## src/hw/rtl/lbb_pkg.sv

```systemverilog
// Package for the LRU byte budget tracker: field widths, register codes,
// back-end states and the structs passed between the modules. No dependencies.
`timescale 1ns / 1ps
`default_nettype none
package lbb_pkg;

   localparam int LAYER_W   = 6;
   localparam int EXPERT_W  = 8;
   localparam int BYTES_W   = 40;
   localparam int TOTAL_W   = 48;
   localparam int LCOUNT_W  = 7;
   localparam int ECOUNT_W  = 9;
   localparam int CSR_IDX_W = 3;
   localparam int ENTRY_W   = LAYER_W + EXPERT_W + BYTES_W;

   // Configuration register indexes.
   typedef enum logic [CSR_IDX_W-1:0] {
      CSR_BUDGET       = 3'd0,
      CSR_RECLAIM_EN   = 3'd1,
      CSR_PREFETCH_EN  = 3'd2,
      CSR_LAYER_COUNT  = 3'd3,
      CSR_EXPERT_COUNT = 3'd4
   } csr_index_type;

   // Back-end sequencer states.
   typedef enum logic [3:0] {
      ST_CLEAR,
      ST_IDLE,
      ST_PRES,
      ST_SCAN,
      ST_MOVE_WR,
      ST_APPEND,
      ST_EV_RD,
      ST_EV_DO,
      ST_INSERT,
      ST_RECLAIM,
      ST_EMIT_RD,
      ST_EMIT
   } back_state_type;

   typedef struct packed {
      logic [TOTAL_W-1:0]  budget;
      logic                reclaim_en;
      logic                prefetch_en;
      logic [LCOUNT_W-1:0] layer_count;
      logic [ECOUNT_W-1:0] expert_count;
   } cfg_type;

   // One classified touch as it travels through the queue.
   typedef struct packed {
      logic                accept;
      logic                prefetch;
      logic [LAYER_W-1:0]  layer;
      logic [EXPERT_W-1:0] expert;
      logic [BYTES_W-1:0]  bytes;
   } touch_type;

   typedef struct packed {
      logic [LAYER_W-1:0]  layer;
      logic [EXPERT_W-1:0] expert;
      logic [BYTES_W-1:0]  bytes;
   } entry_type;

   typedef struct packed {
      logic clearing;
   } back_status_type;

   typedef struct packed {
      logic                accepted;
      logic                evict_valid;
      logic [LAYER_W-1:0]  evicted_layer;
      logic [EXPERT_W-1:0] evicted_expert;
      logic [BYTES_W-1:0]  evicted_bytes;
      logic [TOTAL_W-1:0]  resident_total;
      logic [TOTAL_W-1:0]  prefetch_total;
      logic [TOTAL_W-1:0]  reclaim_total;
      logic                last;
   } rsp_type;

endpackage
`default_nettype wire

```

## src/hw/rtl/lbb_if.sv

```systemverilog
// Channel interfaces for the touch requests and the eviction results.
// Depends on lbb_pkg for the field widths.
`timescale 1ns / 1ps
`default_nettype none
interface lbb_req_if import lbb_pkg::*; ();
   logic                valid;
   logic                ready;
   logic [LAYER_W-1:0]  layer;
   logic [EXPERT_W-1:0] expert;
   logic [BYTES_W-1:0]  entry_bytes;
   logic                prefetch;

   modport source (output valid, layer, expert, entry_bytes, prefetch, input ready);
   modport sink (input valid, layer, expert, entry_bytes, prefetch, output ready);
endinterface

`default_nettype wire

```

## src/hw/rtl/lbb_front.sv

```systemverilog
// Front end: takes request transactions and classifies each touch as recorded
// or skipped before it enters the queue. Depends on lbb_pkg and lbb_if.
`timescale 1ns / 1ps
`default_nettype none
module lbb_front import lbb_pkg::*; #(
   parameter int MAX_LAYERS  = 64,
   parameter int MAX_EXPERTS = 256
) (
   lbb_req_if.sink               req,
   input  wire cfg_type          cfg,
   input  wire back_status_type  status,
   input  wire logic             queue_full,
   output logic                  push,
   output touch_type             push_data
);

   logic layer_ok;
   logic expert_ok;
   logic pf_ok;

   // Range checks against both the configured counts and the fixed maximums.
   always_comb begin
      layer_ok  = ({1'b0, req.layer} < cfg.layer_count) &&
                  (32'(req.layer) < MAX_LAYERS);
      expert_ok = ({1'b0, req.expert} < cfg.expert_count) &&
                  (32'(req.expert) < MAX_EXPERTS);
      pf_ok     = !req.prefetch || cfg.prefetch_en;
   end

   // Nothing is taken while the presence map is being cleared.
   assign req.ready = !queue_full && !status.clearing;
   assign push      = req.valid && req.ready;

   always_comb begin
      push_data.accept   = layer_ok && expert_ok && pf_ok;
      push_data.prefetch = req.prefetch;
      push_data.layer    = req.layer;
      push_data.expert   = req.expert;
      push_data.bytes    = req.entry_bytes;
   end

endmodule
`default_nettype wire

```

## src/flat_wrapper.sv

```systemverilog
// flat-port wrapper written by rule: the top's interface ports become plain ports
module lbb_front_flat import lbb_pkg::*;
#(
   parameter int MAX_LAYERS  = 64,
   parameter int MAX_EXPERTS = 256
)
  (cfg, status, queue_full, push, push_data, req_valid, req_layer, req_expert, req_entry_bytes, req_prefetch, req_ready);
  lbb_req_if req_i ();
  input  wire cfg_type cfg;
  input  wire back_status_type status;
  input  wire logic queue_full;
  output logic push;
  output touch_type push_data;
  input wire logic [$bits(req_i.valid)-1:0] req_valid;
  input wire logic [$bits(req_i.layer)-1:0] req_layer;
  input wire logic [$bits(req_i.expert)-1:0] req_expert;
  input wire logic [$bits(req_i.entry_bytes)-1:0] req_entry_bytes;
  input wire logic [$bits(req_i.prefetch)-1:0] req_prefetch;
  output wire logic [$bits(req_i.ready)-1:0] req_ready;
  assign req_i.valid = req_valid;
  assign req_i.layer = req_layer;
  assign req_i.expert = req_expert;
  assign req_i.entry_bytes = req_entry_bytes;
  assign req_i.prefetch = req_prefetch;
  assign req_ready = req_i.ready;
  lbb_front #(.MAX_LAYERS(MAX_LAYERS), .MAX_EXPERTS(MAX_EXPERTS)) u_core (.req(req_i), .cfg(cfg), .status(status), .queue_full(queue_full), .push(push), .push_data(push_data));
endmodule
```

## config.mk

```make
export PLATFORM = sky130hd
export DESIGN_NAME = lbb_front_flat
export DESIGN_NICKNAME = d
export VERILOG_FILES = /design/src/hw/rtl/lbb_pkg.sv /design/src/hw/rtl/lbb_if.sv /design/src/hw/rtl/lbb_front.sv /design/src/flat_wrapper.sv
export SDC_FILE = /design/constraint.sdc
export NUM_CORES = 1
export LEC_CHECK = 0
export CORE_AREA = 5 5 68 70
export DETAILED_ROUTE_END_ITERATION = 10
export DIE_AREA = 0 0 73 75
export DONT_BUFFER_PORTS = 1
export SETUP_SLACK_MARGIN = 0.5
export SYNTH_ARGS = -nofsm -noshare
export SYNTH_HDL_FRONTEND = slang
export SYNTH_SLANG_ARGS = --single-unit
```

## constraint.sdc

```tcl
create_clock -name vclk -period 1.7
set_input_delay 0.34 -clock vclk [all_inputs]
set_output_delay 0.34 -clock vclk [all_outputs]
set_load 0.02 [all_outputs]
```

==> parameters.txt <==
Parameter                              Value

Run status
  Result of the run    completed

Power
  Power density of the placed cells    199.0 mW/mm2
  Cell leakage power    0.2236 nW
  Proportion of power drawn by combinational gates    100.0%
  Internal Dissipation    0.04638 mW
  Part of the power in registers    0%
  Worst voltage drop across the vdd grid    0.04497 mV
  Total net switching power    0.04597 mW
  Sw Share    49.78%
  Part of the power in the clock network    0%

Critical path
  Worst path max stage delay    0.22 ns
  Arrival time of data at the critical path endpoint    1.35 ns
  Biggest fanout along the worst timing path    2
  Startpoint type of the worst setup path    input port
  Sort of element at the end of the critical path    primary output
  Worst Setup Path Type    in -> out
  Cell with the largest stage delay on the worst path    sky130_fd_sc_hd__ha_4
  Critical path required time    1.36 ns
  Critical path cell sequence    ha_4 > a21o_1 > a31oi_2 > o21ai_2 > a211oi_2 > buf_4

Placed design
  Count of buffers inserted at the top-level ports    0
  Area after detailed placement    440.4 um2
  HPWL after detailed placement    1543 um
  Gp weighted congestion    0.5525

Route
  DR DRC count    0
  Wire length per cell    16.52 um
  Via count normalized by instance count    3.823
  Detailed Routing Iterations Pass 1    2
  Total detailed-routing wirelength    1586 um
  Via count    367
  Count of nets left with antenna violations after detail routing    0
  Number of DRC markers after the initial detailed-route iteration    7

GRT
  Number of antenna violations at the first check in global routing    0
  Via count of the first global-routing pass    378
  Final global-route overflow total    0
  Global-route wire length before repair    2194 um
  Total GRT Usage    5.205%
  Pin count of the biggest net entering global routing    3

Synthesis
  Gate count of the mapped netlist    100
  Syn avg cell area    7.382 um2
  Count of different cell masters after synthesis    15
  Leading cell types by total area after synthesis    sky130_fd_sc_hd__buf_4, sky130_fd_sc_hd__ha_1, sky130_fd_sc_hd__inv_1
  Library cell with the largest summed area after synthesis    sky130_fd_sc_hd__buf_4
  Synth warn    0
  Net count of the mapped netlist    236
  Synthesized cell area    738.2 um2
  Proportion of netlist area held by the largest area contributor    55.93%
  Top cells by instance count after synthesis    sky130_fd_sc_hd__buf_4, sky130_fd_sc_hd__inv_1, sky130_fd_sc_hd__ha_1
  Seq/Total Area, Yosys    0%
  Most repeated cell in the gate-level netlist after synthesis    sky130_fd_sc_hd__buf_4

Finish
  Final core utilization    11.86%
  Reg area    0 um2
  Number of diodes    0
  Seq cells    0
  Area growth from synthesis to layout    -37.12%
  Count of fill cells added during filler insertion    471
  Fraction of layout instances using a drive strength above 1    23.91%
  Post-route cell area    464.2 um2
  Number of nets in the finished design    184
  Number of clock buffer instances in the layout    0

Timing
  Worst rel slew slack    85.61%
  Measured slew at the worst slew-check pin    0.2158 ns
  Achievable clock frequency    591.9 MHz
  Number of hold violations in the final report    0
  # setup viols final    0
  Fraction of the cycle the final worst path needs    99.38%
  Count of pins over their slew limit    0
  Unrepaired setup endpoints after global routing    yes
  Min Tclk post-route    1.689 ns

Floorplanning
  Core region area    0.003914 mm2
  Die Height    75 um
  Site row count    23
  Die Span X    73 um
  Starting density of the core    18.86%
  DIE AREA    0.005475 mm2
  Number of ports placed on the die boundary    182

Flow run
  MaxCap Viol Count    0

Min path
  Hold_sp    req_expert[2]
  Hold Crit Class    in -> out
  Hold depth    0
  Terminating pin of the worst hold path    push_data[42]
==> how the worst max path moves through the flow <==
stage,from,endpoint,cells after the start
finish,req_expert[2],push_data[55],6
CTS,req_expert[2],push_data[55],6
floorplan,cfg[6],push_data[55],6
global placement,cfg[2],push_data[55],7
detailed placement,cfg[2],push_data[55],7
global route,req_expert[2],push_data[55],6
==> cell type report <==
type / instances / area, um2 / share of cell area [%]
inverter: 13 / 66.31 / 14.29
multi-input combinational: 32 / 327.8 / 70.62
tap: 50 / 62.56 / 13.48
timing repair buffer: 1 / 7.507 / 1.617
==> metrics by stage <==
step	setup WS, ns	total power, mW	cells	setup TNS (ns)	hold WS [ns]
floorplan	0.004215	0.2550	100	0	0.7253
global placement	-0.1013	0.08895	96	-0.1013	0.6801
detailed placement	-0.08434	0.08935	96	-0.08434	0.6801
CTS	-0.03471	0.09572	96	-0.03471	0.6801
global route	-0.06402	0.1089	96	-0.06402	0.6800
finish	0.01056	0.09236	96	0	0.6800
==> layer usage <==
layer,vias to the layer above,share of wire (%),GRT usage (%)
li1,158,-,-
met3,16,25,4.539
met2,45,41,8.143
met4,0,6.0,3.484
met1,148,27,4.365
met5,-,0,0
==> power groups by stage <==
stage	Sequential, mW	Combinational (mW)	Clock [mW]
3_3_place_gp	0	0.0890	0
4_1_cts	0	0.0957	0
5_1_grt	0	0.109	0
6_report	0	0.0924	0
2_1_floorplan	0	0.255	0
3_5_place_dp	0	0.0894	0
==> cells in the final DEF (no fill, tap or decap) <==
master,count
sky130_fd_sc_hd__nor2_1,1
sky130_fd_sc_hd__ha_4,2
sky130_fd_sc_hd__ha_1,9
sky130_fd_sc_hd__a21oi_1,4
sky130_fd_sc_hd__inv_12,1
sky130_fd_sc_hd__a211oi_2,1
sky130_fd_sc_hd__inv_6,1
sky130_fd_sc_hd__and4b_1,1
sky130_fd_sc_hd__ha_2,1
sky130_fd_sc_hd__nand2b_1,3
sky130_fd_sc_hd__buf_4,1
sky130_fd_sc_hd__inv_1,11
sky130_fd_sc_hd__o2111ai_1,1
sky130_fd_sc_hd__a31oi_2,1
sky130_fd_sc_hd__o21ai_2,1
sky130_fd_sc_hd__o221ai_1,2
sky130_fd_sc_hd__nand2_1,1
sky130_fd_sc_hd__and2_2,1
sky130_fd_sc_hd__a21o_1,2
sky130_fd_sc_hd__nor2_4,1
==> repair_timing <==
action                                  4_1_cts  5_1_grt
pin swaps                                     5        2
hold endpoints to repair                      0        0
gates resized for setup                       5        2
hold buffers                                  0        0
setup buffers                                 0        0
endpoints found under the setup margin        2        2
==> worst max-delay path: cells and delay by family <==
family | cells | cell delay (ns)
compound gates | 4 | 0.63
fa+ha+maj | 1 | 0.22
buf+inv | 1 | 0.17
==> cells by family (layout without fill, tap and decap cells) <==
logic type / count (synthesis) / count (layout) / share of synthesized area (%)
buf+inv: 68 / 14 / 62.54
fa+ha+maj: 12 / 12 / 20.34
compound gates: 12 / 12 / 10.85
simple gates: 8 / 8 / 6.272
(Power assumes the default switching activity.)
