### src/hw/rtl/lbb_pkg.sv
// Package for the LRU byte budget tracker: field widths, register codes,
// back-end states and the structs passed between the modules. No dependencies.
`timescale 1ns / 1ps
`default_nettype none
package lbb_pkg;

   localparam int LAYER_W   = 6;
   localparam int EXPERT_W  = 8;
   localparam int BYTES_W   = 40;
   localparam int TOTAL_W   = 48;
   localparam int LCOUNT_W  = 7;
   localparam int ECOUNT_W  = 9;
   localparam int CSR_IDX_W = 3;
   localparam int ENTRY_W   = LAYER_W + EXPERT_W + BYTES_W;

   // Configuration register indexes.
   typedef enum logic [CSR_IDX_W-1:0] {
      CSR_BUDGET       = 3'd0,
      CSR_RECLAIM_EN   = 3'd1,
      CSR_PREFETCH_EN  = 3'd2,
      CSR_LAYER_COUNT  = 3'd3,
      CSR_EXPERT_COUNT = 3'd4
   } csr_index_type;

   // Back-end sequencer states.
   typedef enum logic [3:0] {
      ST_CLEAR,
      ST_IDLE,
      ST_PRES,
      ST_SCAN,
      ST_MOVE_WR,
      ST_APPEND,
      ST_EV_RD,
      ST_EV_DO,
      ST_INSERT,
      ST_RECLAIM,
      ST_EMIT_RD,
      ST_EMIT
   } back_state_type;

   typedef struct packed {
      logic [TOTAL_W-1:0]  budget;
      logic                reclaim_en;
      logic                prefetch_en;
      logic [LCOUNT_W-1:0] layer_count;
      logic [ECOUNT_W-1:0] expert_count;
   } cfg_type;

   // One classified touch as it travels through the queue.
   typedef struct packed {
      logic                accept;
      logic                prefetch;
      logic [LAYER_W-1:0]  layer;
      logic [EXPERT_W-1:0] expert;
      logic [BYTES_W-1:0]  bytes;
   } touch_type;

   typedef struct packed {
      logic [LAYER_W-1:0]  layer;
      logic [EXPERT_W-1:0] expert;
      logic [BYTES_W-1:0]  bytes;
   } entry_type;

   typedef struct packed {
      logic clearing;
   } back_status_type;

   typedef struct packed {
      logic                accepted;
      logic                evict_valid;
      logic [LAYER_W-1:0]  evicted_layer;
      logic [EXPERT_W-1:0] evicted_expert;
      logic [BYTES_W-1:0]  evicted_bytes;
      logic [TOTAL_W-1:0]  resident_total;
      logic [TOTAL_W-1:0]  prefetch_total;
      logic [TOTAL_W-1:0]  reclaim_total;
      logic                last;
   } rsp_type;

endpackage
`default_nettype wire

### src/hw/rtl/lbb_queue.sv
// Two-entry queue that decouples the request front end from the back end.
// Depends on lbb_pkg for the touch struct.
`timescale 1ns / 1ps
`default_nettype none
module lbb_queue import lbb_pkg::*; (
   input  wire logic      clock,
   input  wire logic      reset,
   input  wire logic      push,
   input  wire touch_type push_data,
   input  wire logic      pop,
   output touch_type      head_data,
   output logic           full,
   output logic           empty
);

   touch_type  slot_ff [2];
   logic       wr_ptr_ff, wr_ptr_in;
   logic       rd_ptr_ff, rd_ptr_in;
   logic [1:0] count_ff, count_in;

   // Pointer and fill count update.
   always_comb begin
      wr_ptr_in = push ? ~wr_ptr_ff : wr_ptr_ff;
      rd_ptr_in = pop ? ~rd_ptr_ff : rd_ptr_ff;
      count_in  = count_ff + 2'(push) - 2'(pop);
   end

   always_ff @(posedge clock) begin
      if (reset) begin
         wr_ptr_ff <= 1'b0;
         rd_ptr_ff <= 1'b0;
         count_ff  <= 2'd0;
      end else begin
         wr_ptr_ff <= wr_ptr_in;
         rd_ptr_ff <= rd_ptr_in;
         count_ff  <= count_in;
      end
   end

   // Payload storage needs no reset.
   always_ff @(posedge clock) begin
      if (push) begin
         slot_ff[wr_ptr_ff] <= push_data;
      end
   end

   assign head_data = slot_ff[rd_ptr_ff];
   assign full      = (count_ff == 2'd2);
   assign empty     = (count_ff == 2'd0);

endmodule
`default_nettype wire

### config.mk
export PLATFORM = sky130hd
export DESIGN_NAME = lbb_queue
export DESIGN_NICKNAME = d
export VERILOG_FILES = /design/src/hw/rtl/lbb_pkg.sv /design/src/hw/rtl/lbb_queue.sv
export SDC_FILE = /design/constraint.sdc
export NUM_CORES = 1
export LEC_CHECK = 0
export BUFFER_PORTS_ARGS = -buffer_cell sky130_fd_sc_hd__buf_2
export CAP_MARGIN = 5
export CORE_UTILIZATION = 55
export DETAILED_ROUTE_END_ITERATION = 8
export GPL_TIMING_DRIVEN = 0
export PLACE_DENSITY = 0.88
export SYNTH_ARGS = -nofsm -noshare
export SYNTH_HDL_FRONTEND = slang
export SYNTH_SLANG_ARGS = --single-unit
### constraint.sdc
create_clock -name clock -period 6.8 [get_ports clock]
set_clock_uncertainty 0.05 [all_clocks]
set_input_delay 0.34 -clock clock [delete_from_list [all_inputs] [get_ports clock]]
set_output_delay 0.34 -clock clock [all_outputs]
set_load 0.01 [all_outputs]
==> summary.txt, run 1 <==
Setup path
  – WP data required: ~6.4 ns
  – Slowest CP cell: dfxtp_1
  – Crit-path cells: buf_6, buf_6, mux2_4, buf_2
  – Most frequent CP cell: buf_6
  – CP startpoint kind: register
  – Max FO, Critical Path: 10
  – CP Class: register to output pin
  – Slowest stage delay, CP: 0.34 ns
  – Worst setup EP type: output pin
  – CP Data Arrival Time: about 1.7 ns

GRT
  – Met3 usage: 0.06468
  – Met1 Usage GRT: 0.2330
  – Initial antenna violation count: 0
  – Pin count of the biggest net entering global routing: 31
  – First-pass GRT wire length: ~13000 um
  – Number of global-route vias before repair: 2676
  – Overall Global Routing Usage: 0.2202
  – Global route overflow: 0
  – Met2 usage: 0.3997
  – Gr busiest metal: met2

CTS
  – Clock Tree Root: clkbuf_8
  – Postcts setup bufs: 0
  – CTS tree: built
  – Clock sink count: ~120
  – H-Tree Depth: 4
  – Clock Latency Late Sink: about 0.5 ns
  – Total CTS buffers: 17
  – Clk pin slew, worst setup/hold paths: ~0.050 ns
  – Longest Clk Path Bufs: 2
  – Resize count post-CTS: 0

Synth
  – Yosys Warn Count: 0
  – Yosys top cell by area: edfxtp_1
  – Avg Inst Size Synth: 22.68 um2
  – Top cells by area, synth: edfxtp_1 (76%), mux2_4 (14%), mux2_2 (4.1%)
  – FF+latch count, synth: roughly 120
  – Cells after Synth: just under 200
  – Cell Area, Synth: about 0.0044 mm2
  – Syn Nets: roughly 260
  – Yosys cell types: 13
  – Top-area cell type share of the netlist area: 0.7606
  – Post-synthesis sequential area ratio: 0.7832

Layout
  – Nets@finish: between 400 and 500
  – N_diodes: 0
  – Layout cells sized above 1: 0.5310
  – Area growth syn-to-layout: 43.07%

Run status
  – Status: complete, no violations

Placed design
  – Gp weighted congestion: approximately 0.66
  – I/O Buffers: approximately 120
  – Hpwl dp: about 4700 um

Floorplan
  – Die width: roughly 92 um
  – Initial Util: 0.5693
  – # rows: 32
  – Core area: 0.007767 mm2
  – Total die area: between 0.008 and 0.009 mm2
  – I/O Pins: roughly 120
  – Chip height: 91.67 um

STA
  – Fin. Hold Viols: 0
  – Fin Setup TNS: 0 ns
  – Max Fclk: ~0.48 GHz
  – Final min period: about 2.1 ns
  – Worst-margin pin slew: between 0.8 and 0.9 ns
  – Slew headroom: 0.4562
  – RSZ-0062 raised after global routing: no
  – Final setup vio count: 0
  – Final period utilization: 0.3057
  – Slew Viols, Final: 0

Route
  – Drt drc: 0
  – Post-DRT Antenna Nets: 0
  – Via count: 2489
  – 1st-iter DRT viols: about 110
  – Post-detailed-route wirelength per cell: around 17 um
  – Detailed Route WL: roughly 8600 um
  – First drt pass iteration count: 4
  – Vias per Instance: 4.929

Power
  – Power per Cell Area: ~300 mW/mm2
  – Final Power: 1932 uW
  – Peak VDD IR: between 0.2 and 0.25 mV
  – Leak: around 0.0025 uW

Min path
  – Worst min path class: input pin to register

Run
  – Max_cap viols: 0
-- timing repair --
action | 4_1_cts | 5_1_grt
hold buffers | 57 | 0
setup endpoints to repair | 0 | 0
endpoints found under the hold margin | 116 | 0
-- synth_stat cells, drive strengths merged --
cell type / count
edfxtp: 112
xnor3: 1
and2: 1
buf: 6
mux2: 56
nor2b: 3
nor2: 5
xnor2: 2
ha: 2
dfxtp: 5
inv: 2
-- final timing paths --
| path | from | endpoint | slack (ns) | cells after the start |
|---|---|---|---|---|
| setup / recovery | register | head_data[43] | 4.72 | 4 |
| hold / removal | pop | register | 0.10 | 3 |
| setup reg to reg | wr_ptr_ff | slot_ff[1][18] | 5.09 | 2 |
| hold reg to reg | rd_ptr_ff | register | 0.52 | 2 |
-- stage by stage --
stage                       util  hold WS (ns)  cell area [um2]  instances  worst slack [ns]
final                     0.8144        0.1045             6326        505             4.721
after global routing      0.8144       0.08368             6326        505             4.653
after CTS                 0.8144       0.06955             6326        505             4.689
after detailed placement  0.6674        0.4562             5184        416             4.954
after global placement    0.6611        0.4453             5135        414             2.057
after floorplan                -        0.3616             4422        195             3.451
-- flip-flops by register name, summed over array words and instances (netlist names), named ones only --
register   count
count_ff       2
rd_ptr_ff      1
wr_ptr_ff      1
slot_ff      112
-- placed cells by master (no fill, tap or decap), types with 2 or more instances in the layout --
cell             n
buf_12           2
buf_2          118
buf_6            5
bufinv_16        2
clkbuf_16       16
clkinv_2         2
clkinv_4         4
clkinvlp_4       3
dfxtp_1          5
dlygate4sd3_1   57
edfxtp_1       112
ha_1             2
inv_1            2
inv_6            3
mux2_2          16
mux2_4          40
nor2_1           5
nor2b_1          2
xnor2_1          2
-- cells by family after synthesis --
logic type,after synthesis,synth area share
DFF,117,0.7833
muxes,56,0.1766
and+or+nand+nor,9,0.009906
buffers and inverters,8,0.01556
xor gates and xnor gates,3,0.009055
adders and majority gates,2,0.005658
-- power breakdown --
group	switching [uW]	internal [uW]
clock	314	524
combinational	105	130
sequential	16.1	842
total	435	1500
-- final cells by class --
cell class              instances  area (um2)
flip-flops and latches        117        3463
fillers                       407        1441
repair buffers                176        1196
multi-input cells              70       898.4
clock buffers                  18       417.9
clock inverters                14       153.9
well taps                     102       127.6
plain buffers                   6       61.31
inverters                       2       7.507
-- worst max-delay path: cells and delay by family (launching register included) --
| family | cells | cell delay [ns] |
|---|---|---|
| buffers and inverters | 3 | 0.53 |
| DFF | 1 | 0.34 |
| muxes | 1 | 0.32 |
-- metal layers --
metal,share of wire,up-vias
met5,0,-
met4,0.020,0
met3,0.057,17
met2,0.56,106
met1,0.36,1209
li1,-,1157
Power figures use the tool's default switching activity.
==> inputs of run 2 (changes only) <==
Settings changed: CORE_UTILIZATION 55 to 47, PLACE_DENSITY 0.88 to 0.8.
Clock period 6.8 ns to 1.9 ns, I/O delays scaled along.
==> summary.txt, run 2 (synthesized netlist as in run 1, its figures left out) <==
Run status
  – Status: complete, no violations

CTS
  – Longest Clk Path Bufs: 2
  – Resize count post-CTS: 0
  – Clk pin slew, worst setup/hold paths: approximately 0.060 ns
  – Postcts setup bufs: 0
  – CTS tree: built
  – Clock Tree Root: clkbuf_8
  – Total CTS buffers: 17
  – H-Tree Depth: 4
  – Clock Latency Late Sink: between 0.4 and 0.5 ns
  – Clock sink count: between 100 and 150

Layout
  – Most common cell after layout, fill and taps aside: buf_2
  – Biggest regs: slot_ff (112), count_ff (2)
  – Max reg flops: ~110
  – # fillers: 599
  – Largest reg by FF count: slot_ff
  – Multi-input gate area in the final layout: 898.4 um2
  – Layout cells sized above 1: 0.5235
  – Area growth syn-to-layout: 45.56%
  – Nets@finish: about 450
  – Area occupied by registers: roughly 0.0035 mm2
  – N_diodes: 0
  – Most frequent cells in the layout: buf_2 (118), edfxtp_1 (112), dlygate4sd3_1 (59), mux2_4 (40)

Setup path
  – WP data required: 1.75 ns
  – Most frequent CP cell: buf_6
  – CP Data Arrival Time: approximately 1.7 ns
  – Slowest CP cell: dfxtp_1
  – Max FO, Critical Path: 10
  – FF-to-FF setup slack: about 0.18 ns
  – Slowest stage delay, CP: between 0.3 and 0.4 ns
  – Worst r2r src: wr_ptr_ff
  – Top delay family on crit path: buffers and inverters
  – CP startpoint kind: register
  – R2R depth: 2
  – CP Class: register to output pin
  – CP Depth: 4
  – Worst setup EP type: output pin
  – Bufs and invs on worst path: 3
  – Worst reg2reg path endpoint: slot_ff[1][31]
  – CP Capture Point: head_data[49]
  – Crit-path cells: buf_6, buf_6, mux2_4, buf_2

GRT
  – Initial antenna violation count: 0
  – Number of global-route vias before repair: ~2.7k
  – Global route overflow: 0
  – Overall Global Routing Usage: 0.1806
  – First-pass GRT wire length: between 10000 and 15000 um
  – Pin count of the biggest net entering global routing: 30

STA
  – Slew Viols, Final: 0
  – Final setup vio count: 0
  – Final period utilization: 0.9474
  – Worst setup margin: 0.09999 ns
  – Max Fclk: 0.5556 GHz
  – RSZ-0062 raised after global routing: no
  – Hold_ws: around 0.27 ns
  – Final min period: 1.800 ns
  – Worst-margin pin slew: 0.8729 ns
  – Slew headroom: 0.4168
  – Fin. Hold Viols: 0
  – Fin Setup TNS: 0 ns

Route
  – First drt pass iteration count: 6
  – Detailed Route WL: roughly 8200 um
  – Post-detailed-route wirelength per cell: 15.97 um
  – Drt drc: 0
  – Post-DRT Antenna Nets: 0
  – Vias per Instance: approximately 4.7
  – Via count: 2448
  – 1st-iter DRT viols: 77

Placed design
  – Hpwl dp: around 4700 um
  – I/O Buffers: 117
  – Gp weighted congestion: roughly 0.6
  – Setup WS pre-CTS: ~0.14 ns

Power
  – Switching share of total power: 0.2035
  – Internal power: ~5900 uW
  – Power per Cell Area: 1145 mW/mm2
  – Combinational power share: 0.114
  – Clock share of power: 0.471
  – Psw: 1500 uW
  – Peak VDD IR: 0.9130 mV
  – Seq pwr share: 0.415
  – Leak: about 0.0026 uW
  – Final Power: approximately 7400 uW

Min path
  – Worst min path class: input pin to register
  – Worst Hold Depth: 2

Floorplan
  – I/O Pins: about 120
  – Initial Util: 0.4808
  – Core area: 0.009196 mm2
  – Total die area: 0.009800 mm2
  – # rows: 35
  – Die width: between 90 and 100 um
  – Chip height: between 90 and 100 um

Run
  – Max_cap viols: 0
## run 2: changes by cell type in the layout (fill, tap and decap cells not counted)
cell           delta
bufinv_16         +4
clkinv_1          +2
dlygate4sd3_1     +2
inv_6             -3
clkinvlp_4        -3
## run 2: per-layer routing
layer,track usage,vias up,share of wire
met1,0.1858,1200,0.39
met2,0.3400,81,0.56
met5,0,-,0
li1,-,1161,-
met4,0.06659,0,0.0067
met3,0.05816,6,0.044
## run 2: worst reg2reg max path, stage by stage, from the launching register on
cell and delay (ns):
dfxtp_1 0.40, and2_2 0.65, buf_12 0.29
## run 2: metrics by stage
step | cells | util | cell area (um2)
5_1_grt | 516 | 0.6999 | 6436
4_1_cts | 516 | 0.6999 | 6436
3_5_place_dp | 425 | 0.5649 | 5195
3_3_place_gp | 423 | 0.5605 | 5155
2_1_floorplan | 195 | - | 4431
6_report | 516 | 0.6999 | 6436
## run 2: area by class of cell
cell class	count	area share
clock inverter	14	0.03616
inverter	2	0.001166
sequential	117	0.5381
tap	111	0.02158
timing repair buffer	178	0.1890
clock buffer	18	0.06493
buffer	6	0.009526
multi-input combinational	70	0.1396
## run 2: power by group through the flow
stage / Combinational [uW] / Clock [uW] / Sequential [uW]
after floorplan: 463 / 0 / 3100
after global placement: 713 / 0 / 3100
after detailed placement: 746 / 0 / 3110
after CTS: 843 / 3520 / 3060
after global routing: 905 / 3640 / 3070
final: 839 / 3470 / 3060
## run 2: worst min path at each step
stage	startpoint	to	slack, ns
after floorplan	reset	count_ff[0]	0.12
after global placement	push_data[10]	slot_ff[1][10]	0.23
after detailed placement	push_data[38]	slot_ff[1][38]	0.24
after CTS	push_data[10]	slot_ff[0][10]	0.24
after global routing	push_data[19]	slot_ff[1][19]	0.25
final	push_data[38]	slot_ff[0][38]	0.27
## run 2: timing repair
action                                  4_1_cts  5_1_grt
endpoints found under the hold margin       117        0
endpoints found under the setup margin        0        0
hold buffers                                 59        0
==> inputs of run 3 (changes only) <==
Settings changed: BUFFER_PORTS_ARGS -buffer_cell sky130_fd_sc_hd__buf_2 to -buffer_cell sky130_fd_sc_hd__buf_4.
==> summary.txt, run 3 (synthesized netlist as in run 1, its figures left out) <==
Run status
  – Status: complete, no violations

Floorplan
  – Die width: 99.00 um
  – Core area: 0.009196 mm2
  – Total die area: roughly 0.0098 mm2
  – # rows: 35
  – I/O Pins: roughly 120
  – Chip height: slightly below 100 um
  – Initial Util: 0.4808

STA
  – Slew headroom: 0.6510
  – Fin. Hold Viols: 0
  – Final setup vio count: 0
  – Fin Setup TNS: 0 ns
  – Final period utilization: 0.9587
  – Slew Viols, Final: 0
  – Max Fclk: approximately 0.55 GHz
  – RSZ-0062 raised after global routing: yes
  – Worst-margin pin slew: 0.5235 ns
  – Final min period: 1.822 ns

Layout
  – # fillers: 571
  – Nets@finish: between 400 and 500
  – Largest reg by FF count: slot_ff
  – Area occupied by registers: between 0.003 and 0.004 mm2
  – Max reg flops: 112
  – Post-route insts no fill: a little over 500
  – Design area: between 0.006 and 0.007 mm2
  – N_diodes: 0
  – Layout cells sized above 1: 0.5197
  – Multi-input gate area in the final layout: around 900 um2
  – Area growth syn-to-layout: 50.65%
  – Core Util, Final: 0.7244
  – Most common cell after layout, fill and taps aside: buf_4
  – Biggest regs: slot_ff (112), count_ff (2)
  – Most frequent cells in the layout: buf_4 (117), edfxtp_1 (112), dlygate4sd3_1 (60), mux2_4 (40)

CTS
  – Clock Latency Late Sink: ~0.50 ns
  – CTS tree: built
  – Clk pin slew, worst setup/hold paths: about 0.06 ns
  – Clock Tree Root: clkbuf_8
  – Clock sink count: roughly 120
  – Postcts setup bufs: 0
  – Longest Clk Path Bufs: 2
  – H-Tree Depth: 4
  – Total CTS buffers: 17

Placed design
  – Placed insts: between 400 and 500
  – I/O Buffers: ~120
  – Placed cell areas: ~0.0055 mm2
  – Hpwl dp: 4862 um
  – Gp weighted congestion: about 0.62

Power
  – Peak VDD IR: 0.6793 mV
  – Psw: 1473 uW
  – Internal power: between 5000 and 6000 uW
  – Clock share of power: 0.415
  – Switching share of total power: 0.2131
  – Leak: roughly 0.0027 uW
  – Combinational power share: 0.142
  – Seq pwr share: 0.443
  – Power per Cell Area: approximately 1000 mW/mm2

Route
  – Detailed Route WL: 8290 um
  – Drt drc: 0
  – Via count: roughly 2.5k
  – 1st-iter DRT viols: 79
  – Post-DRT Antenna Nets: 0
  – First drt pass iteration count: 4
  – Post-detailed-route wirelength per cell: about 16 um
  – Vias per Instance: about 4.8

Setup path
  – Max FO, Critical Path: 3
  – FF-to-FF setup slack: between 0.07 and 0.08 ns
  – WP data required: between 2 and 2.5 ns
  – CP startpoint kind: register
  – CP Data Arrival Time: about 2.2 ns
  – CP Class: register to register
  – Worst setup EP type: register

GRT
  – Gr busiest metal: met2
  – Number of global-route vias before repair: ~2.7k
  – Pin count of the biggest net entering global routing: 36
  – Met1 Usage GRT: 0.2011
  – Overall Global Routing Usage: 0.1842
  – Initial antenna violation count: 0
  – First-pass GRT wire length: about 13000 um
  – Met2 usage: 0.3260
  – Global route overflow: 0
  – Met3 usage: 0.06241

Min path
  – Worst min path class: input pin to register

Run
  – Max_cap viols: 0
==> run 3: cell types whose count changed in the layout (fill, tap and decap cells not counted), moves of 2 or more <==
cell | previous run | this run
clkinvlp_4 | 0 | 3
clkinv_2 | 2 | 4
clkinv_4 | 4 | 0
buf_2 | 118 | 1
buf_4 | 0 | 117
buf_16 | 0 | 2
bufinv_16 | 6 | 2
==> run 3: final timing paths <==
check                                  start            end  cells past startpoint
worst max-delay path             count_ff[0]    count_ff[1]                      7
worst min-delay path            push_data[1]  slot_ff[0][1]                      2
worst max register to register   count_ff[0]    count_ff[1]                      7
worst min register to register     rd_ptr_ff       register                      2
==> run 3: cell type report <==
type                    count  share of cell area
clock buffers              19             0.06330
repair buffers            180              0.2333
well taps                 111             0.02085
inverters                   2            0.001127
multi-input cells          70              0.1350
clock inverters            12             0.01709
plain buffers               6            0.009204
flip-flops and latches    117              0.5201
==> run 3: timing repair <==
action / CTS / global route
setup endpoints to repair: 0 / 26
resized for setup: 0 / 2
hold endpoints to repair: 117 / 0
hold buffers: 60 / 0
==> run 3: power groups by stage <==
stage                     logic (uW)  registers (uW)  clock network (uW)
after floorplan                  463            3100                   0
after global placement           832            3100                   0
after detailed placement         879            3110                   0
after CTS                        989            3060                2920
after global routing            1050            3070                3050
final                            983            3060                2870
==> run 3: metrics by stage <==
step	hold slack, ns	power [uW]	setup WS [ns]
global route	0.2511	7169	-0.004478
finish	0.2711	6912	0.07847
detailed placement	0.2327	3991	0.05244
floorplan	0.1166	3562	0.2520
global placement	0.2300	3937	-0.2037
CTS	0.2544	6967	0.03835
==> run 3: critical path: stages (launching register included) <==
cell	delay [ns]
dfxtp_2	0.33
inv_1	0.04
ha_1	0.27
inv_1	0.06
ha_1	0.14
xnor3_1	0.20
nor2_1	0.12
dlygate4sd3_1	0.55
==> run 3: layer usage <==
metal  vias up  wire length [um]
li1       1169                 -
met2        97              4476
met4         0               119
met5         -                 0
met1      1190              3213
met3        13               481
